--- config.mk ---
export PLATFORM = sky130hd
export DESIGN_NAME = decimal_seven_segment_frame_unit
export DESIGN_NICKNAME = d
export VERILOG_FILES = /design/src/dssf_pkg.sv /design/src/decimal_seven_segment_frame_unit.sv
export SDC_FILE = /design/constraint.sdc
export NUM_CORES = 1
export LEC_CHECK = 0
export ABC_AREA = 1
export BUFFER_PORTS_ARGS = -buffer_cell sky130_fd_sc_hd__buf_4
export CAP_MARGIN = 40
export CORE_MARGIN = 4
export CORE_UTILIZATION = 30
export DETAILED_ROUTE_END_ITERATION = 6
export SLEW_MARGIN = 20
export SYNTH_ARGS = -nofsm -noshare
export SYNTH_HDL_FRONTEND = slang
export SYNTH_SLANG_ARGS = --single-unit
--- constraint.sdc ---
create_clock -name clk -period 6.2 [get_ports clk]
set_input_delay 1.24 -clock clk [delete_from_list [all_inputs] [get_ports clk]]
set_output_delay 1.24 -clock clk [all_outputs]
set_load 0.05 [all_outputs]
--- src/dssf_pkg.sv ---
// Shared types and constants for the decimal seven-segment frame unit.
package dssf_pkg;

    typedef enum logic [2:0] {
        S_IDLE,
        S_CONV,
        S_ADDR,
        S_SEG,
        S_DOT
    } state_t;

    localparam logic [7:0] ADDR_BYTE  = 8'hC0;
    localparam logic [7:0] DOT_BYTE   = 8'h00;
    localparam logic [7:0] BLANK_BYTE = 8'h00;

    // q = (v * RECIP_MULT) >> RECIP_SHIFT equals v / 10 for every 16-bit v
    localparam logic [16:0] RECIP_MULT  = 17'd52429;
    localparam int          RECIP_SHIFT = 19;

    // segment pattern, bit 0 = segment a .. bit 6 = segment g
    function automatic logic [7:0] seg_pattern(input logic [3:0] digit);
        logic [7:0] pat;
        case (digit)
            4'd0:    pat = 8'h3F;
            4'd1:    pat = 8'h06;
            4'd2:    pat = 8'h5B;
            4'd3:    pat = 8'h4F;
            4'd4:    pat = 8'h66;
            4'd5:    pat = 8'h6D;
            4'd6:    pat = 8'h7D;
            4'd7:    pat = 8'h07;
            4'd8:    pat = 8'h7F;
            4'd9:    pat = 8'h6F;
            default: pat = BLANK_BYTE;
        endcase
        return pat;
    endfunction

endpackage

--- src/decimal_seven_segment_frame_unit.sv ---
// Decimal seven-segment frame unit: 16-bit value to one display write frame.
//
// Each accepted item (a 16-bit unsigned value) yields one frame of 1 + 2*DIGIT_POSITIONS
// bytes (17 at the default of 8): the address byte 0xC0, then for each position from left
// to right a segment byte and a dot byte of 0x00. Digits are right-aligned, leading
// positions are blank, and a value of zero shows all blanks. The final byte carries last;
// the consumer shifts each byte out LSB first and raises its strobe after it. The value is
// split into decimal digits by one shared divide-by-ten unit (a 16x17 reciprocal multiply
// plus a shift-and-subtract remainder), one digit per cycle, least significant first. Bytes
// then leave one per cycle, unless the consumer stalls, through a single output register.
// in_stall stays high from acceptance until the last byte has been loaded into the output
// register, so one value is worked on at a time.
module decimal_seven_segment_frame_unit #(
    parameter int DIGIT_POSITIONS = 8
) (
    input  logic        clk,
    input  logic        rst_n,

    input  logic        in_valid,
    output logic        in_stall,
    input  logic [15:0] value,

    output logic        out_valid,
    input  logic        out_stall,
    output logic [7:0]  frame_byte,
    output logic        last
);

    localparam int IDX_W  = $clog2(DIGIT_POSITIONS);
    localparam int NDIG_W = $clog2(DIGIT_POSITIONS + 1);

    dssf_pkg::state_t state_reg, state_next;

    // remaining quotient and digit store (least significant digit at index 0)
    logic [15:0]       work_reg, work_next;
    logic [3:0]        dig_reg [DIGIT_POSITIONS];
    logic [NDIG_W-1:0] ndig_reg, ndig_next;
    logic [IDX_W-1:0]  pos_reg, pos_next;   // digit index counted from the right

    logic              out_valid_reg, out_valid_next;
    logic [7:0]        frame_byte_reg, frame_byte_next;
    logic              last_reg, last_next;

    // divide-by-ten unit
    logic [32:0] prod;
    logic [15:0] quot;
    logic [15:0] quot_x10;
    logic [3:0]  rem;
    logic        dig_we;

    logic        in_accept;
    logic        out_free;   // output register can take a byte this cycle
    logic        out_load;
    logic [7:0]  seg_byte;

    assign in_accept = in_valid && !in_stall;
    assign out_free  = !out_valid_reg || !out_stall;

    assign prod     = 33'(work_reg) * 33'(dssf_pkg::RECIP_MULT);
    assign quot     = 16'(prod >> dssf_pkg::RECIP_SHIFT);
    assign quot_x10 = (quot << 3) + (quot << 1);
    assign rem      = 4'(work_reg - quot_x10);

    assign seg_byte = (NDIG_W'(pos_reg) < ndig_reg) ? dssf_pkg::seg_pattern(dig_reg[pos_reg])
                                                    : dssf_pkg::BLANK_BYTE;

    always_comb
    begin
        state_next      = state_reg;
        work_next       = work_reg;
        ndig_next       = ndig_reg;
        pos_next        = pos_reg;
        out_valid_next  = out_valid_reg;
        frame_byte_next = frame_byte_reg;
        last_next       = last_reg;
        dig_we          = 1'b0;
        out_load        = 1'b0;
        in_stall        = 1'b1;

        if (out_valid_reg && !out_stall) begin
            out_valid_next = 1'b0;
        end

        unique case (state_reg)
            dssf_pkg::S_IDLE:
            begin
                in_stall = 1'b0;
                if (in_valid) begin
                    work_next  = value;
                    ndig_next  = '0;
                    state_next = dssf_pkg::S_CONV;
                end
            end
            dssf_pkg::S_CONV:
            begin
                if (work_reg == 16'd0 || ndig_reg == NDIG_W'(DIGIT_POSITIONS)) begin
                    state_next = dssf_pkg::S_ADDR;
                end else begin
                    dig_we    = 1'b1;
                    work_next = quot;
                    ndig_next = ndig_reg + 1'b1;
                end
            end
            dssf_pkg::S_ADDR:
            begin
                if (out_free) begin
                    out_load        = 1'b1;
                    frame_byte_next = dssf_pkg::ADDR_BYTE;
                    last_next       = 1'b0;
                    pos_next        = IDX_W'(DIGIT_POSITIONS - 1);
                    state_next      = dssf_pkg::S_SEG;
                end
            end
            dssf_pkg::S_SEG:
            begin
                if (out_free) begin
                    out_load        = 1'b1;
                    frame_byte_next = seg_byte;
                    last_next       = 1'b0;
                    state_next      = dssf_pkg::S_DOT;
                end
            end
            dssf_pkg::S_DOT:
            begin
                if (out_free) begin
                    out_load        = 1'b1;
                    frame_byte_next = dssf_pkg::DOT_BYTE;
                    last_next       = (pos_reg == '0);
                    if (pos_reg == '0) begin
                        state_next = dssf_pkg::S_IDLE;
                    end else begin
                        pos_next   = pos_reg - 1'b1;
                        state_next = dssf_pkg::S_SEG;
                    end
                end
            end
            default:
            begin
                state_next = dssf_pkg::S_IDLE;
            end
        endcase

        if (out_load) begin
            out_valid_next = 1'b1;
        end
    end

    always_ff @(posedge clk or negedge rst_n)
    begin
        if (!rst_n) begin
            state_reg     <= dssf_pkg::S_IDLE;
            ndig_reg      <= '0;
            pos_reg       <= '0;
            out_valid_reg <= 1'b0;
        end else begin
            state_reg     <= state_next;
            ndig_reg      <= ndig_next;
            pos_reg       <= pos_next;
            out_valid_reg <= out_valid_next;
        end
    end

    // payload: no reset
    always_ff @(posedge clk)
    begin
        work_reg       <= work_next;
        frame_byte_reg <= frame_byte_next;
        last_reg       <= last_next;
        if (dig_we) begin
            dig_reg[ndig_reg[IDX_W-1:0]] <= rem;
        end
    end

    assign out_valid  = out_valid_reg;
    assign frame_byte = frame_byte_reg;
    assign last       = last_reg;

    // an accepted value always starts a conversion
    a_accept_starts_conv: assert property (@(posedge clk) disable iff (!rst_n)
        in_accept |=> state_reg == dssf_pkg::S_CONV)
        else $error("accepted value did not start conversion");

    // digit count stays within the display
    a_ndig_bound: assert property (@(posedge clk) disable iff (!rst_n)
        ndig_reg <= NDIG_W'(DIGIT_POSITIONS))
        else $error("digit count overflow");

    // a byte loaded in the dot phase is a valid zero byte
    a_dot_byte: assert property (@(posedge clk) disable iff (!rst_n)
        (state_reg == dssf_pkg::S_DOT && out_load)
            |=> (out_valid_reg && frame_byte_reg == dssf_pkg::DOT_BYTE))
        else $error("dot byte not zero");

    // stored digits are decimal
    a_digit_decimal: assert property (@(posedge clk) disable iff (!rst_n)
        dig_we |-> rem <= 4'd9)
        else $error("remainder out of decimal range");

endmodule

Word-level counts from Yosys, hierarchy flattened

Memories as Yosys holds them, arrays and structs flattened.
Index checks and enable logic that the tools add are counted.

Reductions and logical operators: 20
Equal/unequal tests: 13
Muxes and demuxes: 34
$lt $le $gt $ge: 1
Add/sub/neg operators: 4
Multipliers: 1

Operators with widths:

| cell                                                | number |
|---|---|
| multiplier 16 x 16 -> 32 bit, second input constant | 1 |
| two-way mux 16 bit                                  | 2 |
| two-way mux 8 bit                                   | 4 |
| one-hot mux 16 bit (2 select lines)                 | 1 |
| two-way mux 3 bit                                   | 8 |
| one-hot mux 8 bit (3 select lines)                  | 1 |
| logical NOT 16 bit                                  | 1 |
| one-hot mux 3 bit (5 select lines)                  | 1 |
| != test 2 bit, second input constant                | 7 |
| two-way mux 1 bit                                   | 11 |
| two-way mux 4 bit                                   | 2 |
| one-hot mux 4 bit (2 select lines)                  | 1 |
| AND reduction 4 bit                                 | 2 |
| nonzero test 2 bit                                  | 4 |
| equality test 3 x 2 -> 1 bit, second input constant | 2 |
| logical NOT 3 bit                                   | 2 |
| one-hot mux 3 bit (2 select lines)                  | 1 |
| AND reduction 3 bit                                 | 2 |
| AND reduction 5 bit                                 | 1 |
| adder 4 x 1 -> 4 bit, second input constant         | 1 |
| adder 4 bit                                         | 1 |
| equality test 4 bit, second input constant          | 1 |
| less-than comparator 3 x 4 -> 1 bit                 | 1 |
| subtractor 4 bit                                    | 1 |
| other kinds (12)                                    | 14 |

Bits in writable memories: 32
Output and inout bits: 11
Bits in read-only memories: 112
Memories kept: 2
Register bits after elaboration: 36
Word-level logic and storage cells: 82
Input bits: 20

Memory list:

| name             | depth | bits a word | rd ports | clocked after memory_dff | write ports | RTL line                               | text |
|---|---|---|---|---|---|---|---|
| (name not given) | 16    | 7           | 1        | 0                        | 0           | dssf_pkg.sv:23                         | `case (digit)` |
| dig_reg          | 8     | 4           | 1        | 0                        | 1           | decimal_seven_segment_frame_unit.sv:36 | `logic [3:0] dig_reg [DIGIT_POSITIONS];` |

Depth between registers and ports, before layout

Gate-level depths: netlist (run 1).

Depth after elaboration: 6
Gate-level depth with buffers: 28
Mapped depth without buffers: 28

Worst setup path after synthesis (run 1)

Ideal clock, no wire load.

Path type: register to register
From: register work_reg[3]
To: memory dig_reg[0][3], data pin
Period minus slack after synthesis: 5.381 ns
Path buffers: 0
Data required time: 5.931 ns
Setup time: 0.269 ns
Stages on the path, launching flop included: 26
Data arrival time: 5.112 ns
Path slack: 0.819 ns
Cells stage by stage: edfxtp_1 -> inv_1 -> ha_1 -> inv_1 -> fa_1 -> inv_1 -> fa_1 -> fa_1 -> fa_1 -> inv_1 -> fa_1 -> inv_1 -> ha_1 -> a21oi_1 -> o21a_1 -> nand2_1 -> inv_1 -> nand3b_1 -> and2_1 -> ha_1 -> xnor2_1 -> nand3_1 -> nand2_1 -> nand2_1 -> nand2_1 -> inv_1

Longest elaborated chain between the ends: 3

Ends and longest elaborated chain:

| item                         | RTL line                                | text |
|---|---|---|
| start: declaration           | decimal_seven_segment_frame_unit.sv:35  | `logic [15:0] work_reg, work_next;` |
| start signal: assignment     | decimal_seven_segment_frame_unit.sv:166 | `work_reg <= work_next;` |
| multiplier 16 x 16 -> 32 bit | decimal_seven_segment_frame_unit.sv:59  | `assign prod = 33'(work_reg) * 33'(dssf_pkg::RECIP_MULT);` |
| adder 4 bit                  | decimal_seven_segment_frame_unit.sv:61  | `assign quot_x10 = (quot << 3) + (quot << 1);` |
| subtractor 4 bit (*)         | decimal_seven_segment_frame_unit.sv:62  | `assign rem = 4'(work_reg - quot_x10);` |
| via rem[3]                   | decimal_seven_segment_frame_unit.sv:48  | `logic [3:0] rem;` |
| end: declaration             | decimal_seven_segment_frame_unit.sv:36  |  |

The timed path passes the listed nets; every way through them passes the cells marked *.

Final worst setup path (run 1)

From: register work_reg[8]
To: memory dig_reg[0][3], data pin

Longest elaborated chain between the ends: 3

Ends and longest elaborated chain:

| item                         | RTL line |
|---|---|
| multiplier 16 x 16 -> 32 bit | decimal_seven_segment_frame_unit.sv:59 |
| adder 4 bit                  | decimal_seven_segment_frame_unit.sv:61 |
| subtractor 4 bit             | decimal_seven_segment_frame_unit.sv:62 |
| via rem[3]                   | decimal_seven_segment_frame_unit.sv:48 |

The timed path passes the listed nets, and every way through them passes these cells.

==> results.sh, run 1 <==
export IMPL_required_ns=6.27
export IMPL_tightest_slew_ns=0.793
export IMPL_cap_viol_max_count=0
export IMPL_cts_buffers=9
export IMPL_hpwl_mm=18.6
export IMPL_hold_violations=0
export IMPL_core_mm2=0.0273
export IMPL_clkSinkCount=68
export IMPL_synth_seq_cells=68
export IMPL_synth_cells=970
export IMPL_post_route_period_util_pct=94.8
export IMPL_ys_flop_type="edfxtp_1"
export IMPL_cp_max_fo=8
export IMPL_placed_cells=1386
export IMPL_fin_util_pct=35.3
export IMPL_clk_latency_ns=0.34
export IMPL_grt_max_degree=21
export IMPL_seq_area_frac_synth_pct=23.6
export IMPL_critPathLaunchType="flip-flop"
export IMPL_skew_ns=0.0191
export IMPL_grt_busiest_layer="met2"
export IMPL_finalCriticalPeriod_ns=5.88
export IMPL_syn_nets=1223
export IMPL_area_growth_pct=14.4
export IMPL_globalRouteMet3Util_pct=1.33
export IMPL_drt_total_wl_mm=21.9
export IMPL_post_drt_wl_per_cell_um=15.5
export IMPL_grt_setup_unrepaired="false"
export IMPL_endpoint_kind="flip-flop"
export IMPL_worstHoldPathType="flip-flop to flip-flop"
export IMPL_drtAntennaViolNets=0
export IMPL_drc_errors=0
export IMPL_max_freq_mhz=170
export IMPL_grt_pass1_vias=6759
export IMPL_num_rows=60
export IMPL_synth_avg_cell_area_um2=8.66
export IMPL_status="completed"
export IMPL_hold_buffers=0
export IMPL_crit_arrival_ns=5.95
export IMPL_vias=6405
export IMPL_clock_root_buffer="clkbuf_16"
export IMPL_grt_overflow=0
export IMPL_die_h_um=175
export IMPL_yosys_warnings=0
export IMPL_drive_gt1_share_pct=8.78
export IMPL_grt_pass1_wl_mm=35.6
export IMPL_largest_reg_flops=32
export IMPL_slew_viol_final=0
export IMPL_async_flop_share_pct=16.2
export IMPL_finalSetupViolations=0
export IMPL_cts_path_max_buffers=2
export IMPL_met1_usage_pct=19.6
export IMPL_via_per_inst=4.55
export IMPL_synth_area_mm2=0.00840
export IMPL_finalNetCount=1284
export IMPL_synth_edf_count=57
export IMPL_tns_ns=0
export IMPL_n_antenna_cell=0
export IMPL_io_pins=31
export IMPL_first_pass_iters=5
export IMPL_slew_headroom_pct=46.7
export IMPL_cts_tree="yes"
export IMPL_h_tree_depth=3
export IMPL_fp_dieArea_mm2=0.0307
export IMPL_die_x_um=175
export IMPL_clk_pin_slew_worst_paths_ns=0.07
export IMPL_synth_cell_type_count=34
export IMPL_grt_use_met2_pct=25.1
export IMPL_initial_utilization_pct=30.8
export IMPL_gp_congestion=0.904
export IMPL_grt_usage_pct=14.7
export IMPL_first_iter_violations=246
export IMPL_critPathKind="flip-flop to flip-flop"
export IMPL_final_cells=1408
export IMPL_antenna_found_initial=0
export IMPL_io_buffer_count=30
==> per-stage QoR <==
step	hold WS, ns	worst slack (ns)	instance area [µm²]
floorplan	0.550	0.819	8400
global placement	0.592	0.135	9200
detailed placement	0.600	0.0682	9230
CTS	0.611	0.0365	9540
global route	0.628	0.0253	9620
finish	0.607	0.322	9620
==> worst max-delay path, stage by stage (launching register included) <==
cell,delay [ns]
edfxtp_1,0.48
inv_2,0.15
ha_2,0.33
fa_1,0.58
inv_1,0.06
fa_1,0.45
fa_1,0.50
inv_1,0.06
fa_1,0.52
fa_1,0.44
ha_2,0.40
nand2_1,0.11
nor2_1,0.15
inv_1,0.08
nor2_1,0.10
nand2_1,0.07
nand2_1,0.06
nand2_1,0.05
and2_1,0.15
ha_1,0.21
xnor2_2,0.22
nand3_1,0.12
nand2_1,0.08
nand2_1,0.04
nand2_1,0.11
inv_2,0.09
==> what timing repair did <==
action / CTS / global route
resized for setup: 0 / 11
setup buffers: 0 / 5
endpoints found under the setup margin: 0 / 16
==> layout make-up <==
class                   instances  area, µm²
inverters                     234        878
clock inverters                 7       83.8
flip-flops and latches         68       1990
repair buffers                 56        444
fillers                      2777      17600
clock buffers                   9        225
multi-input cells             662       5530
well taps                     372        465
==> cell families (layout without fill, tap and decap cells) <==
group | after synthesis | in the layout | share of synthesized area [%]
xor gates and xnor gates | 11 | 11 | 1.15
AOI/OAI and AO/OA | 104 | 104 | 6.84
DFF | 68 | 68 | 23.6
and+or+nand+nor | 314 | 314 | 15.7
buffers and inverters | 240 | 306 | 10.9
adders and majority gates | 233 | 233 | 41.8
==> worst paths after layout <==
path	startpoint	end	slack, ns	cells after the start
max	work_reg[8]	dig_reg[0][3]	0.32	25
min	state_reg[0]	state_reg[0]	0.61	2
max reg2reg	work_reg[8]	dig_reg[0][3]	0.32	25
min reg2reg	state_reg[0]	state_reg[0]	0.61	2
max in group asynchronous	rst_n	ndig_reg[1]	5.31	1
min in group asynchronous	rst_n	out_valid	0.72	1
==> layer usage <==
layer	part of all wire, %	routed length (µm)	vias up
li1	-	-	3205
met1	47	10200	3071
met2	49	10600	98
met3	2.2	476	31
met4	2.6	572	0
met5	0	0	-
==> cells in the final DEF (no fill, tap or decap), types with 3 or more instances in the layout <==
master     netlist  layout
dfrtp_1         11      11
o21ai_1          3       4
nor3_1           7       7
nand3b_1         6       6
o22ai_1          8       8
nor2_1          89      89
inv_1          231     228
edfxtp_1        57      57
inv_2            3       6
nand2_1        155     155
xor2_1           5       5
a21oi_1         31      29
a21o_1           5       5
ha_2             0       3
nand4_1         10      10
xnor2_1          6       4
clkbuf_16        0       9
ha_1           153     150
fa_1            80      80
nand3_1         40      40
buf_4            3      54
o21bai_1         3       3
o21ai_0         47      46
==> Yosys cell counts, drive strengths merged, types with 10 or more instances <==
master    n  area, µm²
inv     234        878
nand2   156        588
ha      153       1910
nor2     89        334
fa       80       1600
edfxtp   57       1710
o21ai    50        250
nand3    40        200
a21oi    32        171
dfrtp    11        275
nand4    10       62.6
Power of run 1 is not shown: default switching activity piles up to over one toggle a cycle in this logic, so the estimate is an artifact.
==> run 2: changes to the inputs <==
--- a/config.mk
+++ b/config.mk
@@ -9,7 +9,7 @@
 export BUFFER_PORTS_ARGS = -buffer_cell sky130_fd_sc_hd__buf_4
 export CAP_MARGIN = 40
 export CORE_MARGIN = 4
-export CORE_UTILIZATION = 30
+export CORE_UTILIZATION = 45
 export DETAILED_ROUTE_END_ITERATION = 6
 export SLEW_MARGIN = 20
 export SYNTH_ARGS = -nofsm -noshare
==> run 2 against run 1 <==
  * Cell count shrank 10%
  * Critical path depth is 5 lower
  * Setup slack lost 0.037 ns
  * Clock skew is 0.0088 ns lower
  * Die area is 32% lower
  * Critical path type unchanged
  * Critical endpoint is now dig_reg[7][2]
  * Flip-flop and latch count stayed put
  * Worst hold slack improved by 0.0022 ns
  * Non-clock buffer count is the same
  * First-iteration DRC count increased by 25%
  * Sequential share of layout area grew 0.44 points
  * Wire length is 0.43% higher
  * Global-route usage grew 7.7 points
==> results.sh, run 2 (synthesized netlist as in run 1, its figures left out) <==
export IMPL_io_pins=31
export IMPL_critPathLaunchType="flip-flop"
export IMPL_max_freq_mhz=169
export IMPL_h_tree_depth=3
export IMPL_tightest_slew_ns=0.739
export IMPL_grt_max_degree=24
export IMPL_required_ns=6.25
export IMPL_clk_latency_ns=0.35
export IMPL_timing_final_ws_setup_ns=0.285
export IMPL_placed_cells=1234
export IMPL_post_route_period_util_pct=95.4
export IMPL_initial_utilization_pct=46.3
export IMPL_cp_max_fo=8
export IMPL_drive_gt1_share_pct=8.11
export IMPL_gp_congestion=0.946
export IMPL_grt_usage_pct=22.4
export IMPL_critical_path_cell_chain="inv_1, ha_1, inv_1, fa_1, inv_1, fa_1, fa_1, fa_1, inv_1, fa_1, inv_1, ha_1, a21oi_1, o21a_1, nand2_1, inv_1, nand3b_1, and2_1, ha_1, xnor2_1"
export IMPL_crit_arrival_ns=5.96
export IMPL_io_buffer_count=30
export IMPL_critPathKind="flip-flop to flip-flop"
export IMPL_post_drt_wl_per_cell_um=17.4
export IMPL_endpoint_kind="flip-flop"
export IMPL_grt_pass1_vias=6586
export IMPL_fillers=1741
export IMPL_drtAntennaViolNets=0
export IMPL_drt_total_wl_mm=22.0
export IMPL_slowest_stage="xnor2_1"
export IMPL_final_cell_mix="231 x inv_1, 155 x nand2_1, 152 x ha_1"
export IMPL_cts_buffers=9
export IMPL_via_per_inst=5.09
export IMPL_num_rows=49
export IMPL_cpMostUsedCell="inv_1"
export IMPL_fp_dieArea_mm2=0.0209
export IMPL_largest_reg_flops=32
export IMPL_first_pass_iters=5
export IMPL_grt_pass1_wl_mm=35.1
export IMPL_clkSinkCount=68
export IMPL_multi_input_area_mm2=0.00551
export IMPL_dp_slack_ns=0.214
export IMPL_slowest_delay_ns=0.58
export IMPL_first_iter_violations=308
export IMPL_area_growth_pct=12.0
export IMPL_cap_viol_max_count=0
export IMPL_final_common_cell="inv_1"
export IMPL_drc_errors=0
export IMPL_finalSetupViolations=0
export IMPL_die_h_um=145
export IMPL_seq_area_mm2=0.00199
export IMPL_slew_headroom_pct=50.4
export IMPL_vias=6443
export IMPL_slew_viol_final=0
export IMPL_die_x_um=145
export IMPL_cts_path_max_buffers=2
export IMPL_clock_root_buffer="clkbuf_16"
export IMPL_core_mm2=0.0181
export IMPL_clk_pin_slew_worst_paths_ns=0.06
export IMPL_hold_violations=0
export IMPL_finalNetCount=1284
export IMPL_worstHoldPathType="flip-flop to flip-flop"
export IMPL_skew_ns=0.0103
export IMPL_hpwl_mm=18.9
export IMPL_status="completed"
export IMPL_final_cells=1265
export IMPL_grt_overflow=0
export IMPL_finalCriticalPeriod_ns=5.91
export IMPL_fin_util_pct=51.9
export IMPL_antenna_found_initial=0
export IMPL_n_antenna_cell=0
export IMPL_cts_tree="yes"
[run 2: path summary, 6_finish.rpt]
path / end / slack, ns / start / depth (start not counted)
min in group asynchronous: state_reg[1] / 0.73 / rst_n / 1
setup reg to reg: dig_reg[7][2] / 0.29 / work_reg[2] / 20
hold / removal: state_reg[0] / 0.61 / state_reg[0] / 2
hold reg to reg: state_reg[0] / 0.61 / state_reg[0] / 2
setup / recovery: dig_reg[7][2] / 0.29 / work_reg[2] / 20
max in group asynchronous: pos_reg[2] / 5.32 / rst_n / 1
[run 2: what timing repair did]
item	4_1_cts	5_1_grt
resized for setup	0	3
buffers inserted	0	14
hold buffers	0	0
endpoints found under the hold margin	0	0
endpoints found under the setup margin	0	16
[run 2: metrics by stage]
stage | hold slack (ns) | instance area [µm²] | TNS, ns
2_1_floorplan | 0.550 | 8400 | 0
3_3_place_gp | 0.608 | 8960 | 0
3_5_place_dp | 0.615 | 8960 | 0
4_1_cts | 0.623 | 9270 | 0
5_1_grt | 0.645 | 9410 | -0.0655
6_report | 0.609 | 9410 | 0
[run 2: worst max-delay path, delay by kind of cell (launching register included)]
family | cells | cell delay, ns
compound gates | 2 | 0.34
xor+xnor | 1 | 0.58
fa+ha+maj | 8 | 3.50
buf+inv | 6 | 0.40
flops | 1 | 0.43
simple gates | 3 | 0.35
[run 2: final cells by class]
| cell class | count | area share (%) |
|---|---|---|
| sequential | 68 | 21.1 |
| timing repair buffer | 56 | 4.68 |
| multi-input combinational | 662 | 58.6 |
| tap | 229 | 3.04 |
| inverter | 234 | 9.33 |
| clock buffer | 9 | 2.39 |
| clock inverter | 7 | 0.877 |
[run 2: metal layers]
metal / routed length, µm / GRT usage [%]
met5: 0 / 0
met3: 735 / 3.04
met1: 9290 / 27.5
met2: 11400 / 41.1
met4: 512 / 6.04
Power of run 2 is left out for the same reason.
==> run 3: changes to the inputs <==
==> constraint.sdc (replaced) <==
create_clock -name clk -period 5.35 [get_ports clk]
set_input_delay 1.07 -clock clk [delete_from_list [all_inputs] [get_ports clk]]
set_output_delay 1.07 -clock clk [all_outputs]
set_load 0.05 [all_outputs]
==> run 3 against run 2 <==
  * The flow now finishes with violations (setup timing)
  * Flip-flop and latch count unchanged
  * Wire length rose by 5.6%
  * Sequential share of layout area fell by 2.4 points
  * Largest cell class unchanged
==> results.sh, run 3 (synthesized netlist as in run 1, its figures left out) <==
export IMPL_drt_total_wl_mm=23.2
export IMPL_grt_usage_pct=23.1
export IMPL_post_drt_wl_per_cell_um=16.9
export IMPL_hold_violations=0
export IMPL_initial_utilization_pct=46.3
export IMPL_tightest_slew_ns=0.811
export IMPL_h_tree_depth=3
export IMPL_area_growth_pct=26.3
export IMPL_io_pins=31
export IMPL_cp_endpoint="dig_reg[3][3]"
export IMPL_crit_arrival_ns=5.56
export IMPL_finalSetupViolations=8
export IMPL_drtAntennaViolNets=0
export IMPL_status="complete, but fails checks"
export IMPL_grt_overflow=0
export IMPL_clk_pin_slew_worst_paths_ns=0.06
export IMPL_cp_max_fo=8
export IMPL_cap_viol_max_count=0
export IMPL_max_freq_mhz=182
export IMPL_fp_dieArea_mm2=0.0209
export IMPL_grt_use_met2_pct=42.3
export IMPL_drive_gt1_share_pct=23.3
export IMPL_cts_tree="yes"
export IMPL_skew_ns=0.0108
export IMPL_violations="setup timing"
export IMPL_endpoint_kind="flip-flop"
export IMPL_crit_reg2reg_capture="dig_reg[3][3]"
export IMPL_finalNetCount=1387
export IMPL_via_per_inst=5.02
export IMPL_slowest_delay_ns=0.58
export IMPL_whs_ns=0.552
export IMPL_critPathLaunchType="flip-flop"
export IMPL_rr_startpoint="work_reg[3]"
export IMPL_clock_root_buffer="clkbuf_16"
export IMPL_critical_path_top_delay_family="adder cells"
export IMPL_io_buffer_count=30
export IMPL_clkSinkCount=68
export IMPL_rrSetupSlack_ns=-0.13
export IMPL_final_cell_mix="215 x inv_1, 151 x buf_4, 139 x nand2_1"
export IMPL_grt_busiest_layer="met2"
export IMPL_slowest_stage="fa_1"
export IMPL_required_ns=5.43
export IMPL_met1_usage_pct=27.7
export IMPL_first_iter_violations=390
export IMPL_place_area_mm2=0.00967
export IMPL_core_mm2=0.0181
export IMPL_die_h_um=145
export IMPL_finalCriticalPeriod_ns=5.48
export IMPL_drc_errors=0
export IMPL_antenna_found_initial=0
export IMPL_slew_viol_final=0
export IMPL_hpwl_mm=19.7
export IMPL_globalRouteMet3Util_pct=2.94
export IMPL_die_x_um=145
export IMPL_cts_path_max_buffers=2
export IMPL_vias=6873
export IMPL_first_pass_iters=5
export IMPL_final_common_cell="inv_1"
export IMPL_stdcell_area_mm2=0.0106
export IMPL_path_buf_inv=4
export IMPL_clk_latency_ns=0.35
export IMPL_dp_slack_ns=-0.433
export IMPL_grt_pass1_vias=7065
export IMPL_n_antenna_cell=0
export IMPL_num_rows=49
export IMPL_timing_final_ws_setup_ns=-0.132
export IMPL_slew_headroom_pct=45.8
export IMPL_worst_r2r_path_depth=24
export IMPL_critPathKind="flip-flop to flip-flop"
export IMPL_gp_congestion=0.942
export IMPL_post_route_period_util_pct=102
export IMPL_crit_cells=24
export IMPL_critical_path_cell_chain="ha_4, inv_2, fa_1, inv_2, fa_1, fa_1, fa_1, fa_1, ha_4, nand2_4, nor2_4, inv_2, nor2_2, nand2_1, nand2_1, nand2_2, and2_4, ha_4, xnor2_2, nand3_1, nand2_1, nand2_1, nand2_1, inv_2"
export IMPL_worstHoldPathType="input pin to async pin"
export IMPL_grt_max_degree=24
export IMPL_grt_setup_unrepaired="true"
export IMPL_largest_reg_flops=32
export IMPL_cts_buffers=9
export IMPL_grt_pass1_wl_mm=36.5
export IMPL_cp_startpoint="work_reg[3]"
## run 3: cell types whose count changed in the layout (fill, tap and decap cells not counted), sizes merged
cell | before | now
clkinv | 0 | 5
inv | 238 | 234
buf | 56 | 159
clkinvlp | 2 | 1
## run 3: worst min path at each step
stage           startpoint           to  slack (ns)
3_3_place_gp   ndig_reg[3]  ndig_reg[3]        0.60
4_1_cts              rst_n    out_valid        0.55
3_5_place_dp     out_valid    out_valid        0.61
5_1_grt              rst_n    out_valid        0.56
2_1_floorplan   pos_reg[2]   pos_reg[2]        0.55
6_report             rst_n    out_valid        0.55
## run 3: area by class of cell
class	instances	area, µm²
clock buffers	9	225
flip-flops and latches	68	1990
fillers	1593	7540
inverters	234	882
multi-input cells	662	5930
well taps	229	287
clock inverters	7	75.1
repair buffers	159	1230
## run 3: metal layers
layer	vias up	wire length [µm]
met4	0	853
met3	49	900
met2	170	11900
li1	3407	-
met1	3247	9490
met5	-	0
## run 3: through the flow
stage | setup TNS, ns | std cells | utilization [%]
global placement | -5.93 | 1324 | 53.2
floorplan | 0 | 970 | -
detailed placement | -6.67 | 1325 | 53.3
CTS | -0.611 | 1357 | 56.7
global route | -4.74 | 1368 | 58.5
finish | -1.04 | 1368 | 58.5
## run 3: repair_timing
action	in CTS	in global routing
hold buffers	0	0
gates resized for setup	42	62
setup endpoints to repair	29	36
cloned	0	0
pin swaps	34	36
buffers inserted	16	11
Power of run 3 is left out for the same reason.
